`src/rtl/bsre_pkg.sv`:
```
// Shared types and constants for the bitmap span run encoder.
package bsre_pkg;

    localparam int unsigned MAX_BEATS   = 4;   // bytes one pixel can cause
    localparam int unsigned QUEUE_DEPTH = 8;
    localparam int unsigned QPTR_W      = $clog2(QUEUE_DEPTH);
    localparam int unsigned QLVL_W      = $clog2(QUEUE_DEPTH + 1);
    localparam int unsigned BCNT_W      = $clog2(MAX_BEATS + 1);

    localparam logic [3:0] SIZE_RESET   = 4'd11;
    localparam logic [3:0] MIN_SIZE     = 4'd9;
    localparam logic [3:0] MAX_RUN      = 4'd7;
    localparam logic [2:0] MAX_RUN_LEN  = 3'd7;
    localparam logic [7:0] END_BYTE     = 8'h00;

    typedef struct packed {
        logic [7:0] code;
        logic       last;
    } t_beat;

    typedef struct packed {
        logic [BCNT_W-1:0]          count;
        t_beat [MAX_BEATS-1:0]      beats;
    } t_burst;

    typedef struct packed {
        logic [QLVL_W-1:0] level;
        logic              room;   // space for a whole burst
    } t_qstat;

endpackage

```
`src/rtl/bitmap_span_run_encoder.sv`:
```
// Top level of the bitmap span run encoder: pixel in, code bytes out.
// With the byte queue empty, a pixel's first byte is out the cycle after it is taken.
// Throughput: one pixel a cycle while the 8-entry byte queue has room for four bytes;
//   bytes leave at one a cycle when i_ready is high, so long code bursts set the pace.
// Reset (synchronous, active low): icon size 11, scan position at row 0 column 0,
//   byte queue empty.
module bitmap_span_run_encoder import bsre_pkg::*; (
    input  logic       i_clk,
    input  logic       i_rst_n,
    // configuration: icon size
    input  logic       i_cfg_valid,
    output logic       o_cfg_ready,
    input  logic [3:0] i_cfg_data,
    // pixel beats
    input  logic       i_valid,
    output logic       o_ready,
    input  logic       i_pixel_set,
    // code byte beats
    output logic       o_valid,
    input  logic       i_ready,
    output logic [7:0] o_code_byte,
    output logic       o_last_of_run
);

    t_burst burst;
    t_beat  head;
    t_qstat qstat;
    logic   pix_acc, byte_acc;

    // Size register is always writable; it is to be changed only while idle, which the user must ensure.
    assign o_cfg_ready = 1'b1;

    // A pixel is taken only when the queue can swallow its worst-case burst.
    assign o_ready  = qstat.room;
    assign pix_acc  = i_valid && o_ready;
    assign byte_acc = o_valid && i_ready;

    // Run detection, row/icon tracking and byte assembly for the current pixel.
    bsre_step u_step (
        .i_clk      (i_clk),
        .i_rst_n    (i_rst_n),
        .i_cfg_wr   (i_cfg_valid),
        .i_cfg_data (i_cfg_data),
        .i_accept   (pix_acc),
        .i_pixel_set(i_pixel_set),
        .o_burst    (burst)
    );

    // Output queue decouples bursts of up to four bytes from the byte stream.
    bsre_queue u_queue (
        .i_clk  (i_clk),
        .i_rst_n(i_rst_n),
        .i_push (pix_acc),
        .i_burst(burst),
        .i_pop  (byte_acc),
        .o_valid(o_valid),
        .o_beat (head),
        .o_stat (qstat)
    );

    assign o_code_byte   = head.code;
    assign o_last_of_run = head.last;

    // The queue never overfills.
    a_level_bound: assert property (@(posedge i_clk) disable iff (!i_rst_n)
        qstat.level <= QLVL_W'(QUEUE_DEPTH))
        else $error("byte queue overflow");

    // A full queue must hold off pixels.
    a_full_stalls: assert property (@(posedge i_clk) disable iff (!i_rst_n)
        (qstat.level == QLVL_W'(QUEUE_DEPTH)) |-> !o_ready)
        else $error("pixel accepted with queue full");

    // Every non-empty burst marks its final byte.
    a_last_marked: assert property (@(posedge i_clk) disable iff (!i_rst_n)
        (pix_acc && burst.count != '0) |-> burst.beats[burst.count[1:0] - 2'd1].last)
        else $error("burst without final marker");

    // Burst size stays within the worst case.
    a_burst_bound: assert property (@(posedge i_clk) disable iff (!i_rst_n)
        pix_acc |-> (burst.count <= BCNT_W'(MAX_BEATS)))
        else $error("burst too long");

endmodule

```
`src/rtl/bsre_step.sv`:
```
// Per-pixel encoder: scan position state and the bytes one pixel causes.
module bsre_step import bsre_pkg::*; (
    input  logic       i_clk,
    input  logic       i_rst_n,
    input  logic       i_cfg_wr,
    input  logic [3:0] i_cfg_data,
    input  logic       i_accept,
    input  logic       i_pixel_set,
    output t_burst     o_burst
);

    logic [3:0] r_size, r_col, r_start, r_row, r_last;
    logic [3:0] n_col, n_start, n_row, n_last;

    logic [3:0] w, diff, dy, s1;
    logic [4:0] x1, s2, len_c;
    logic       full, run_b, run_c, run1, run2, row_end, icon_end, flag, skip;
    logic [2:0] len1;
    t_beat      cand [MAX_BEATS];
    logic [MAX_BEATS-1:0] cand_v;
    logic [BCNT_W-1:0]    n_beats;

    always_comb begin
        w        = (r_size < MIN_SIZE) ? MIN_SIZE : r_size;
        x1       = {1'b0, r_col} + 5'd1;
        diff     = r_col - r_start;
        full     = (diff == MAX_RUN);
        s1       = full ? r_col : r_start;
        run_b    = !i_pixel_set && !full && (r_col > r_start);
        s2       = i_pixel_set ? {1'b0, s1} : x1;
        row_end  = (x1 >= {1'b0, w});
        icon_end = row_end && (({1'b0, r_row} + 5'd1) >= {1'b0, w});
        run_c    = row_end && (x1 > s2);
        len_c    = x1 - s2;
        run1     = full || run_b || run_c;
        run2     = full && run_c;       // one-pixel tail after a full run
        len1     = full ? MAX_RUN_LEN : (run_b ? diff[2:0] : len_c[2:0]);
        dy       = r_row - r_last;
        flag     = (dy == 4'd1);
        skip     = (dy != 4'd0) && !flag;

        cand[0] = '{code: {4'h0, dy}, last: 1'b0};
        cand[1] = '{code: {flag, len1, r_start}, last: 1'b0};
        cand[2] = '{code: {1'b0, 3'd1, r_col}, last: 1'b0};
        cand[3] = '{code: END_BYTE, last: 1'b0};
        cand_v  = {icon_end, run2, run1, run1 && skip};

        // pack the present bytes into the low slots
        n_beats = '0;
        o_burst = '0;
        for (int k = 0; k < MAX_BEATS; k++) begin
            if (cand_v[k]) begin
                o_burst.beats[n_beats[1:0]] = cand[k];
                n_beats = n_beats + 1'b1;
            end
        end
        if (n_beats != '0) begin
            o_burst.beats[n_beats[1:0] - 2'd1].last = 1'b1;
        end
        o_burst.count = n_beats;

        // next scan position
        n_col   = row_end ? 4'd0 : x1[3:0];
        n_start = row_end ? 4'd0 : s2[3:0];
        n_row   = icon_end ? 4'd0 : (row_end ? r_row + 4'd1 : r_row);
        n_last  = icon_end ? 4'd0 : (run1 ? r_row : r_last);
    end

    always_ff @(posedge i_clk) begin
        if (!i_rst_n) begin
            r_size  <= SIZE_RESET;
            r_col   <= '0;
            r_start <= '0;
            r_row   <= '0;
            r_last  <= '0;
        end else begin
            if (i_cfg_wr) begin
                r_size <= i_cfg_data;
            end
            if (i_accept) begin
                r_col   <= n_col;
                r_start <= n_start;
                r_row   <= n_row;
                r_last  <= n_last;
            end
        end
    end

endmodule

```
`src/rtl/bsre_queue.sv`:
```
// Byte queue: takes a burst of up to four beats, hands out one a cycle while i_pop is high.
module bsre_queue import bsre_pkg::*; (
    input  logic       i_clk,
    input  logic       i_rst_n,
    input  logic       i_push,
    input  t_burst     i_burst,
    input  logic       i_pop,
    output logic       o_valid,
    output t_beat      o_beat,
    output t_qstat     o_stat
);

    t_beat             r_mem [QUEUE_DEPTH];
    logic [QPTR_W-1:0] r_wr, r_rd;
    logic [QLVL_W-1:0] r_level;
    logic [BCNT_W-1:0] push_n;
    logic [QPTR_W-1:0] offs [QUEUE_DEPTH];

    assign push_n = i_push ? i_burst.count : '0;
    assign o_valid = (r_level != '0);
    assign o_beat  = r_mem[r_rd];
    assign o_stat.level = r_level;
    assign o_stat.room  = (r_level <= QLVL_W'(QUEUE_DEPTH - MAX_BEATS));

    always_comb begin
        for (int i = 0; i < QUEUE_DEPTH; i++) begin
            offs[i] = QPTR_W'(i) - r_wr;
        end
    end

    always_ff @(posedge i_clk) begin
        for (int i = 0; i < QUEUE_DEPTH; i++) begin
            if ({1'b0, offs[i]} < (QPTR_W+1)'(push_n)) begin
                r_mem[i] <= i_burst.beats[offs[i][1:0]];
            end
        end
    end

    always_ff @(posedge i_clk) begin
        if (!i_rst_n) begin
            r_wr    <= '0;
            r_rd    <= '0;
            r_level <= '0;
        end else begin
            r_wr    <= r_wr + QPTR_W'(push_n);
            r_rd    <= r_rd + QPTR_W'(i_pop);
            r_level <= r_level + QLVL_W'(push_n) - QLVL_W'(i_pop);
        end
    end

endmodule

```
`config.mk`:
```
export PLATFORM = sky130hd
export DESIGN_NAME = bitmap_span_run_encoder
export DESIGN_NICKNAME = d
export VERILOG_FILES = /design/src/rtl/bsre_pkg.sv /design/src/rtl/bitmap_span_run_encoder.sv /design/src/rtl/bsre_step.sv /design/src/rtl/bsre_queue.sv
export SDC_FILE = /design/constraint.sdc
export NUM_CORES = 1
export LEC_CHECK = 0
export ABC_AREA = 1
export BUFFER_PORTS_ARGS = -buffer_cell sky130_fd_sc_hd__buf_4
export CAP_MARGIN = 15
export CORE_ASPECT_RATIO = 1.5
export CORE_MARGIN = 4
export CORE_UTILIZATION = 35
export CTS_CLUSTER_SIZE = 24
export DETAILED_ROUTE_END_ITERATION = 10
export PLACE_DENSITY = 0.56
export SYNTH_ARGS = -nofsm -noshare
export SYNTH_HDL_FRONTEND = slang
export SYNTH_SLANG_ARGS = --single-unit
```
`constraint.sdc`:
```
create_clock -name i_clk -period 6.7 [get_ports i_clk]
set_input_delay 1.005 -clock i_clk [delete_from_list [all_inputs] [get_ports i_clk]]
set_output_delay 1.005 -clock i_clk [all_outputs]
set_load 0.01 [all_outputs]
```
=== After elaboration in Yosys (flattened, before gate mapping) ===
Memory sizes are Yosys's and may differ from the RTL's. A register that Yosys moved wholly into a read port is not among the register bits.
Index checks and enable logic that the tools add are counted.

* Memories: 1
* Flip-flop bits (word level): 30
* Word-level logic and storage cells: 171
* Input port bits: 10
* Output and inout bits: 12
* Memory bits (writable): 72

{| class="wikitable"
|+ Memory list
! name !! depth !! bits a word !! rd ports !! clocked after memory_dff !! wr ports !! line !! source
|-
| u_queue.r_mem || 8 || 9 || 1 || 1 || 4 || bsre_queue.sv:13 || <nowiki>t_beat r_mem [QUEUE_DEPTH];</nowiki>
|}

* Reductions and logical operators: 29
* Bitwise operators: 2
* Add/subtract/negate cells: 22
* Equality and inequality tests: 2
* Order comparisons: 30
* Muxes and demuxes: 77

{| class="wikitable"
|+ Operators by type and width
! kind !! count
|-
| binary-select mux 9 bit (select 2 bit) || 8
|-
| two-way mux 36 bit || 4
|-
| two-way mux 9 bit || 15
|-
| bitwise mux 36 bit || 3
|-
| demux 9 bit (select 2 bit) || 4
|-
| AND 36 bit || 1
|-
| inverter 36 bit || 1
|-
| OR reduction 9 bit || 4
|-
| < comparator 2 x 3 -> 1 bit (second input constant) || 11
|-
| two-way mux 3 bit || 11
|-
| two-way mux 4 bit || 8
|-
| < comparator 3 bit || 8
|-
| two-way mux 1 bit || 22
|-
| logical AND 1 bit || 13
|-
| subtractor 3 bit (first input constant) || 4
|-
| adder 4 x 1 -> 5 bit (second input constant) || 2
|-
| >= comparator 5 x 4 -> 1 bit || 2
|-
| two-way mux 5 bit || 2
|-
| nonzero test 4 bit || 2
|-
| subtractor 4 bit || 2
|-
| adder 3 x 1 -> 3 bit (second input constant) || 2
|-
| >= comparator 2 x 1 -> 1 bit (second input constant) || 3
|-
| subtractor 1 x 3 -> 3 bit (first input constant) || 2
|-
| subtractor 2 x 3 -> 3 bit (first input constant) || 2
|-
| other kinds (21) || 26
|}

=== Longest topological paths before layout ===
Gate-level depths: netlist (run 1).

* Depth in word-level cells: 25
* Gate-level depth with buffers: 41
* Depth with buffers taken out: 40

=== Modules after synthesis ===
A second synthesis (run 1) with hierarchy kept.

* Cells, all modules: 933
* Area, all modules: 7078.0 um^2

{| class="wikitable"
|+ By module, submodules not included
! module !! times used !! sequential area each (um^2) !! cells an instance !! area each (um^2)
|-
| bsre_queue || 1 || 2362.3 || 598 || 4850.9
|-
| bsre_step || 1 || 400.4 || 329 || 2200.9
|-
| bitmap_span_run_encoder || 1 || 0.0 || 6 || 26.3
|}

=== Least setup slack after synthesis (run 1) ===
Ideal clock, no wire load.

* Path kind: reg2reg
* Start point: register u_step.r_col[0]
* End point: memory u_queue.r_mem[7][0] (netlist bit) (enable)
* Required time: 6.322 ns
* Period minus slack after synthesis: 5.069 ns
* Setup time: 0.378 ns
* Buffers on the path: 1
* Data arrival time: 4.691 ns
* Cell stages (with the launch flop): 33
* Slack: 1.631 ns
* Cell sequence: dfxtp_1 -> inv_1 -> ha_1 -> inv_1 -> fa_1 -> nand2_1 -> nor2_2 -> nand2_2 -> nor2_4 -> buf_6 -> nand2_1 -> o211ai_1 -> o21ai_0 -> ha_1 -> nand2_1 -> nand2_1 -> nand2_1 -> nand2_1 -> nand2_1 -> nand2_1 -> nand2_2 -> inv_2 -> nand2_2 -> nand2_2 -> nand2_4 -> inv_2 -> ha_1 -> inv_1 -> ha_1 -> nor2_1 -> nand2_1 -> ha_1 -> a21oi_1

{| class="wikitable"
|+ RTL lines
! what !! line !! source
|-
| start, declared || bsre_step.sv:12 || <nowiki>logic [3:0] r_size, r_col, r_start, r_row, r_last;</nowiki>
|-
| start signal, assigned || bsre_step.sv:81 || <nowiki>r_col <= n_col;</nowiki>
|-
| end, declared || bsre_queue.sv:13 ||
|}

=== Final worst setup path (run 1) ===
* Start point: register u_step.r_col[0]
* End point: register u_queue.r_level[3]

* Word-level cells in the longest chain between the ends: 18
* Elaborated cells on any way between the ends: 27
* Classes of those cells: add/sub: 7; order compare: 3; eq/ne: 1; mux: 7; reduce/logical: 9

{| class="wikitable"
|+ RTL lines
! what !! line !! source
|-
| subtractor 4 bit || bsre_step.sv:26 || <nowiki>diff = r_col - r_start;</nowiki>
|-
| equality test 4 x 3 -> 1 bit || bsre_step.sv:27 || <nowiki>full = (diff == MAX_RUN);</nowiki>
|-
| two-way mux 4 bit / zero test 1 bit (equally long branches) || bsre_step.sv:28, bsre_step.sv:29 ||
|-
| two-way mux 5 bit / logical AND 1 bit (equally long branches) || bsre_step.sv:30, bsre_step.sv:29 ||
|-
| > comparator 5 bit / logical AND 1 bit (equally long branches) || bsre_step.sv:33, bsre_step.sv:29 ||
|-
| logical AND 1 bit / logical OR 1 bit (equally long branches) || bsre_step.sv:33, bsre_step.sv:35 ||
|-
| logical OR 1 bit || bsre_step.sv:35 || <nowiki>run1 = full || run_b || run_c;</nowiki>
|-
| logical AND 1 bit || bsre_step.sv:46 || <nowiki>cand_v = {icon_end, run2, run1, run1 && skip};</nowiki>
|-
| (+2 left out) || -- ||
|-
| two-way mux 3 bit || bsre_step.sv:52 || <nowiki>if (cand_v[k]) begin</nowiki>
|-
| adder 3 x 1 -> 3 bit || bsre_step.sv:54 || <nowiki>n_beats = n_beats + 1'b1;</nowiki>
|-
| two-way mux 3 bit || bsre_step.sv:52 ||
|-
| adder 3 x 1 -> 3 bit || bsre_step.sv:54 ||
|-
| two-way mux 3 bit * || bsre_step.sv:52 ||
|-
| two-way mux 3 bit * || bsre_queue.sv:19 || <nowiki>assign push_n = i_push ? i_burst.count : '0;</nowiki>
|-
| adder 4 x 3 -> 4 bit * || bsre_queue.sv:47 || <nowiki>r_level <= r_level + QLVL_W'(push_n) - QLVL_W'(i_pop);</nowiki>
|-
| subtractor 4 x 1 -> 4 bit * || bsre_queue.sv:47 ||
|-
| end signal, assigned || bsre_queue.sv:47 ||
|-
| end, declared || bsre_queue.sv:15 || <nowiki>logic [QLVL_W-1:0] r_level;</nowiki>
|}

Mark *: on every way between the ends. The rest lies on a longest branch, timed or not.
A chain may end at the register's enable or synchronous reset.

==> results.cfg, run 1 <==
[timing]
rsz0062_at_grt = no
clock_period_minus_worst_slack_ns = 5.53
worst_slew_pin_slew_ns = 0.919
relSlewSlack_pct = 38.7
max_clock_freq_mhz = 181
timing.setup.tns_ns = 0
timing.hold.ws_ns = 0.483
finalSetupViolations = 0
min_period_over_period_pct = 82.6
drv_slew = 0
hold_violations = 0
finalClockSkew_ns = 0.00962

[floorplanning]
floorplan.core_area_um2 = 17900
dieArea_um2 = 20400
placement_rows = 60
design.portCount = 22
fp.dieW_um = 118
initial_core_util_pct = 35.4
die-height_um = 173

[logic_synthesis]
synthesis.area_um2 = 6330
synth-seq-cells = 102
syn-instance-count = 749
netlist-cell-type-count = 42
ys_seq_area_share_pct = 43.6
yosysWarningCount = 0
avgSynthCellArea_um2 = 8.45

[drt]
remaining_drc_errors = 0
dr_total_vias = 4967
drt.antenna.violating_nets = 0
post_drt_wl_per_cell_um = 15.4
dr.first_iter.drc_count = 260
postRouteWirelength_um = 15300
routed_via_density = 5.03
dr.pass1.iters = 5

[clocking]
cts_made_buffers = 9
clkSinkCount = 102
buffer_count_from_post_cts_setup_fixing = 0
ctsRootBufferMaster = clkbuf_16
tritoncts = done
cts-hold-fix-buffers = 0
clk_pin_slew_ns = 0.07
post_cts_resize_count = 0
clock_latency_ns = 0.35
clock_tree.htree_level_count = 3
cts.path.max_buffers = 2

[global_route]
grt_usage_pct = 15.2
first_global_vias = 4971
antenna_found_initial = 0
grt_max_degree = 39
grt_remaining_overflow = 0
grt_first_pass_wirelength_um = 24900

[final_layout]
total_number_of_nets_in_the_final_design = 832
drive_above_1_share_pct = 10.9
antenna_cells_inserted = 0
num-fill-cells = 1829
post-route-cell-area_um2 = 6980
area_growth_pct = 10.3

[worst_setup_path]
timing.critical_path.slowest_cell_delay_ns = 0.51
timing.critical_path.mode_cell = nand2_1
cp_data_arrival_time_ns = 5.81
r2r_setup_slack_ns = 1.17
reg2regPathDepth = 35
critPathSlowestCell = fa_1
setup.worst_path.start_class = flop
worstPathMaxFanout = 12
worst-setup-path-type = flop to flop
crit_required_ns = 6.98
crit_path_end_kind = flop

[worst_hold_path]
worst_hold_path.num_cells = 2
worstHoldPathType = flop to flop

[placement]
gp_congestion = 0.929
detailedPlacementHpwl_um = 11800
buffer_ports.inserted = 20
dpl_cell_area_um2 = 6700

[pwr]
total_leakage_power_nw = 2.93
power.density_cell_area_nw_per_um2 = 445
irDropWorstVdd_mv = 0.175

[job]
max_cap_viol_count = 0

[outcome]
outcome = finished, final reports clean
synth_stat cells, drive strengths merged:
master / n / area share [%]
a211oi: 2 / 0.24
a31oi: 9 / 0.89
o21bai: 4 / 0.47
fa: 5 / 1.6
clkinv: 2 / 0.12
nor2: 96 / 6.0
nand3: 74 / 6.2
o211ai: 6 / 0.71
xor2: 7 / 0.97
o22ai: 13 / 1.3
o21ai: 64 / 5.1
or2: 3 / 0.30
inv: 77 / 4.6
ha: 51 / 10
nand2b: 1 / 0.22
xnor2: 7 / 0.97
a21oi: 40 / 3.4
a21boi: 1 / 0.12
buf: 14 / 1.5
conb: 2 / 0.12
a21o: 2 / 0.24
clkbuf: 14 / 0.83
nand2: 145 / 9.3
edfxtp: 72 / 34
nand4: 8 / 1.1
dfxtp: 30 / 9.5
sequential cells by signal, summed over array words and instances (netlist names):
signal           flops
u_step.r_size        4
u_queue.r_mem       72
u_step.r_col         4
u_step.r_row         4
u_step.r_start       4
u_queue.r_rd         3
u_queue.r_wr         3
u_queue.r_level      4
u_step.r_last        4
worst paths after layout:
path,to,from
worst min register to register,u_step.r_last[3]$_SDFFE_PN0P_,u_step.r_last[3]$_SDFFE_PN0P_
worst max-delay path,u_queue.r_level[3]$_SDFF_PN0_,u_step.r_col[0]$_SDFFE_PN0P_
worst min-delay path,u_step.r_last[3]$_SDFFE_PN0P_,u_step.r_last[3]$_SDFFE_PN0P_
worst max register to register,u_queue.r_level[3]$_SDFF_PN0_,u_step.r_col[0]$_SDFFE_PN0P_
final cells by class:
type                            instances  area [µm²]  area share (%)
Clock buffer                           10         229            3.28
Clock inverter                          6        53.8           0.770
Inverter                               79         299            4.28
Multi-Input combinational cell        542        3130            44.8
Sequential cell                       102        2760            39.6
Tap cell                              217         272            3.89
Timing Repair Buffer                   32         240            3.44
stage by stage:
step	setup slack [ns]	total power, mW	instances	utilization (%)
after detailed placement	1.20	2.64	972	37.5
after floorplan	1.63	2.14	751	-
after CTS	1.17	3.15	988	39.1
after global placement	1.34	2.64	972	37.5
after global routing	0.494	3.39	988	39.1
final	1.17	3.11	988	39.1
cell families after synthesis:
logic type      after synthesis  share of synthesized area, %
compound gates              141                          12.4
xor+xnor                     14                          1.94
fa+ha+maj                    56                          11.7
buf+inv                     107                          7.09
flops                       102                          43.6
other cells                   2                         0.119
simple gates                327                          23.2
where the power goes:
| part | switching [mW] | internal, mW |
|---|---|---|
| combinational | 1.02 | 0.522 |
| clock | 0.244 | 0.259 |
| sequential | 0.0759 | 0.985 |
| total | 1.34 | 1.77 |
layer usage:
layer | up-vias | track usage (%) | wire length, µm
li1 | 2568 | - | -
met1 | 2325 | 16.2 | 6190
met2 | 56 | 30.2 | 8530
met3 | 18 | 1.93 | 235
met4 | 0 | 5.18 | 295
met5 | - | 0 | 0
worst max-delay path, delay by kind of cell (launching register included):
family	cells	cell delay, ns
adders and majority gates	7	2.10
and+or+nand+nor	17	1.77
AOI/OAI and AO/OA	5	0.68
buffers and inverters	6	0.46
DFF	1	0.42
cell usage in the layout, fill, tap and decap left out, types with 3 or more instances in the layout:
master | netlist | layout
nand2_1 | 133 | 133
nor2_1 | 91 | 91
edfxtp_1 | 72 | 72
nand3_1 | 70 | 70
inv_1 | 68 | 68
o21ai_0 | 52 | 52
ha_1 | 51 | 51
a21oi_1 | 38 | 38
buf_4 | 9 | 32
dfxtp_1 | 30 | 30
o22ai_1 | 13 | 13
o21ai_1 | 12 | 12
nand2_2 | 9 | 9
a31oi_1 | 9 | 9
clkbuf_16 | 0 | 9
inv_2 | 8 | 8
xnor2_1 | 7 | 7
xor2_1 | 7 | 7
nand4_1 | 6 | 6
o211ai_1 | 6 | 6
fa_1 | 5 | 5
nand3_2 | 4 | 4
o21bai_1 | 4 | 4
conb_1 | 2 | 4
nor2_2 | 3 | 3
nand2_4 | 3 | 3
Note: power is estimated with default switching activity, not from simulation.
==> run 2, diff against run 1 <==
PLACE_DENSITY = 0.58   (was 0.56)
clock period = 4.54 ns   (was 6.7 ns; I/O delays follow)
==> results.cfg, run 2 (same netlist as run 1, synthesis figures left out) <==
[worst_setup_path]
buf_inv_on_cp = 10
critPathSlowestCell = fa_2
cp_data_arrival_time_ns = 4.71
timing.critical_path.max_delay_family = adder cells
crit_required_ns = 4.61
timing.critical_path.mode_cell = nand2_4
timing.critical_path.slowest_cell_delay_ns = 0.54
worstPathMaxFanout = 6
worst-setup-path-type = flop to flop
setup.worst_path.start_class = flop
crit_path_end_kind = flop

[pwr]
total_leakage_power_nw = 3.37
irDropWorstVdd_mv = 0.296
power.density_cell_area_nw_per_um2 = 684

[drt]
dr.pass1.iters = 5
postRouteWirelength_um = 16300
drt.antenna.violating_nets = 0
remaining_drc_errors = 0
post_drt_wl_per_cell_um = 15.5
routed_via_density = 5.04
dr_total_vias = 5311
dr.first_iter.drc_count = 245

[placement]
detailedPlacementHpwl_um = 12200
dpl_cell_area_um2 = 7450
gp_congestion = 0.880
buffer_ports.inserted = 20

[final_layout]
post-route-cell-area_um2 = 8100
largest_reg_flops = 72
antenna_cells_inserted = 0
drive_above_1_share_pct = 24.3
layout_commonest_cell = nand2_1
final_core_util_pct = 45.4
largest-register = u_queue.r_mem
layout_common_cells = nand2_1, nor2_1, buf_4, edfxtp_1, nand3_1
multi_input_area_um2 = 3570
total_number_of_nets_in_the_final_design = 897
num-fill-cells = 1731
area_growth_pct = 28.0
final-seq-area_um2 = 2770

[floorplanning]
placement_rows = 60
fp.dieW_um = 118
die-height_um = 173
dieArea_um2 = 20400
design.portCount = 22
initial_core_util_pct = 35.4
floorplan.core_area_um2 = 17900

[global_route]
met2_usage_pct = 31.5
grt_remaining_overflow = 0
antenna_found_initial = 0
first_global_vias = 5294
gr-usage-met3_pct = 1.83
grt_busiest_layer = met2
grt_max_degree = 38
grt_usage_pct = 16.0
grt_first_pass_wirelength_um = 26400
grt.met1_usage_pct = 17.0

[timing]
setup_ws_ns = -0.0939
max_clock_freq_mhz = 216
drv_slew = 0
worst_slew_pin_slew_ns = 0.958
finalSetupViolations = 59
relSlewSlack_pct = 36.1
finalClockSkew_ns = 0.0111
min_period_over_period_pct = 102
rsz0062_at_grt = yes
hold_violations = 0
clock_period_minus_worst_slack_ns = 4.63

[clocking]
clock_tree.htree_level_count = 3
cts_made_buffers = 9
cts.path.max_buffers = 2
clock_latency_ns = 0.35
clk_pin_slew_ns = 0.08
ctsRootBufferMaster = clkbuf_16
clkSinkCount = 102
tritoncts = done

[worst_hold_path]
worstHoldPathType = flop to flop

[outcome]
violations_in_the_final_reports = setup timing
outcome = finished, violations left

[job]
max_cap_viol_count = 0
-- run 2: cell count changes in the layout (fill, tap and decap cells not counted), moves of 9 or more --
cell | previous run | this run
buf_4 | 32 | 81
ha_1 | 51 | 32
ha_4 | 0 | 18
a21oi_1 | 38 | 28
inv_1 | 68 | 58
buf_12 | 0 | 9
-- run 2: routing by layer --
layer	wire (µm)	vias up	part of all wire (%)
met5	0	-	0
met4	506	0	3.1
met3	310	30	1.9
met2	9090	74	56
met1	6440	2504	39
li1	-	2703	-
-- run 2: worst register-to-register path, delay by kind of cell (launching register included) --
family / cells / cell delay [ns]
AO/OA/AOI/OAI: 4 / 0.49
adder cells (fa/ha/maj): 5 / 1.39
buffers and inverters: 10 / 0.79
flip-flops: 1 / 0.35
AND/OR/NAND/NOR: 17 / 1.34
-- run 2: final timing paths --
kind / from / endpoint / slack [ns] / depth (start not counted)
setup / recovery: u_step.r_col[0]$_SDFFE_PN0P_ / u_queue.r_mem[6][0]$_DFFE_PN_ / -0.09 / 36
hold / removal: u_step.r_size[0]$_SDFFE_PN1P_ / u_step.r_size[0]$_SDFFE_PN1P_ / 0.48 / 2
setup reg to reg: u_step.r_col[0]$_SDFFE_PN0P_ / u_queue.r_mem[6][0]$_DFFE_PN_ / -0.09 / 36
hold reg to reg: u_step.r_size[0]$_SDFFE_PN1P_ / u_step.r_size[0]$_SDFFE_PN1P_ / 0.48 / 2
-- run 2: power breakdown --
group          internal [mW]  switching (mW)  leakage (nW)  total, mW
clock                  0.389           0.380         0.143      0.769
combinational           1.38            1.86          2.30       3.24
sequential              1.45          0.0839         0.931       1.54
-- run 2: timing repair --
| action | 4_1_cts | 5_1_grt |
|---|---|---|
| resized for setup | 16 | 20 |
| hold buffers | 0 | 0 |
| buffers inserted | 10 | 5 |
| pin swaps | 7 | 18 |
| endpoints found under the hold margin | 0 | 0 |
| gates cloned | 2 | 1 |
| endpoints found under the setup margin | 75 | 77 |
-- run 2: layout make-up --
type | instances | share of cell area (%)
clock buffers | 10 | 2.83
clock inverters | 6 | 0.772
inverters | 79 | 3.88
multi-input cells | 543 | 44.1
flip-flops and latches | 102 | 34.2
well taps | 217 | 3.35
repair buffers | 96 | 10.9
-- run 2: through the flow --
stage / instances / setup WS (ns) / hold WS, ns / TNS, ns / power, mW
after floorplan: 751 / -0.0671 / 0.436 / -3.80 / 3.42
after global placement: 1020 / -0.104 / 0.455 / -5.91 / 4.49
after detailed placement: 1020 / -0.185 / 0.467 / -11.10 / 4.52
after CTS: 1048 / -0.0742 / 0.477 / -2.03 / 5.43
after global routing: 1053 / -0.314 / 0.494 / -18.97 / 5.95
final: 1053 / -0.0939 / 0.476 / -2.00 / 5.55
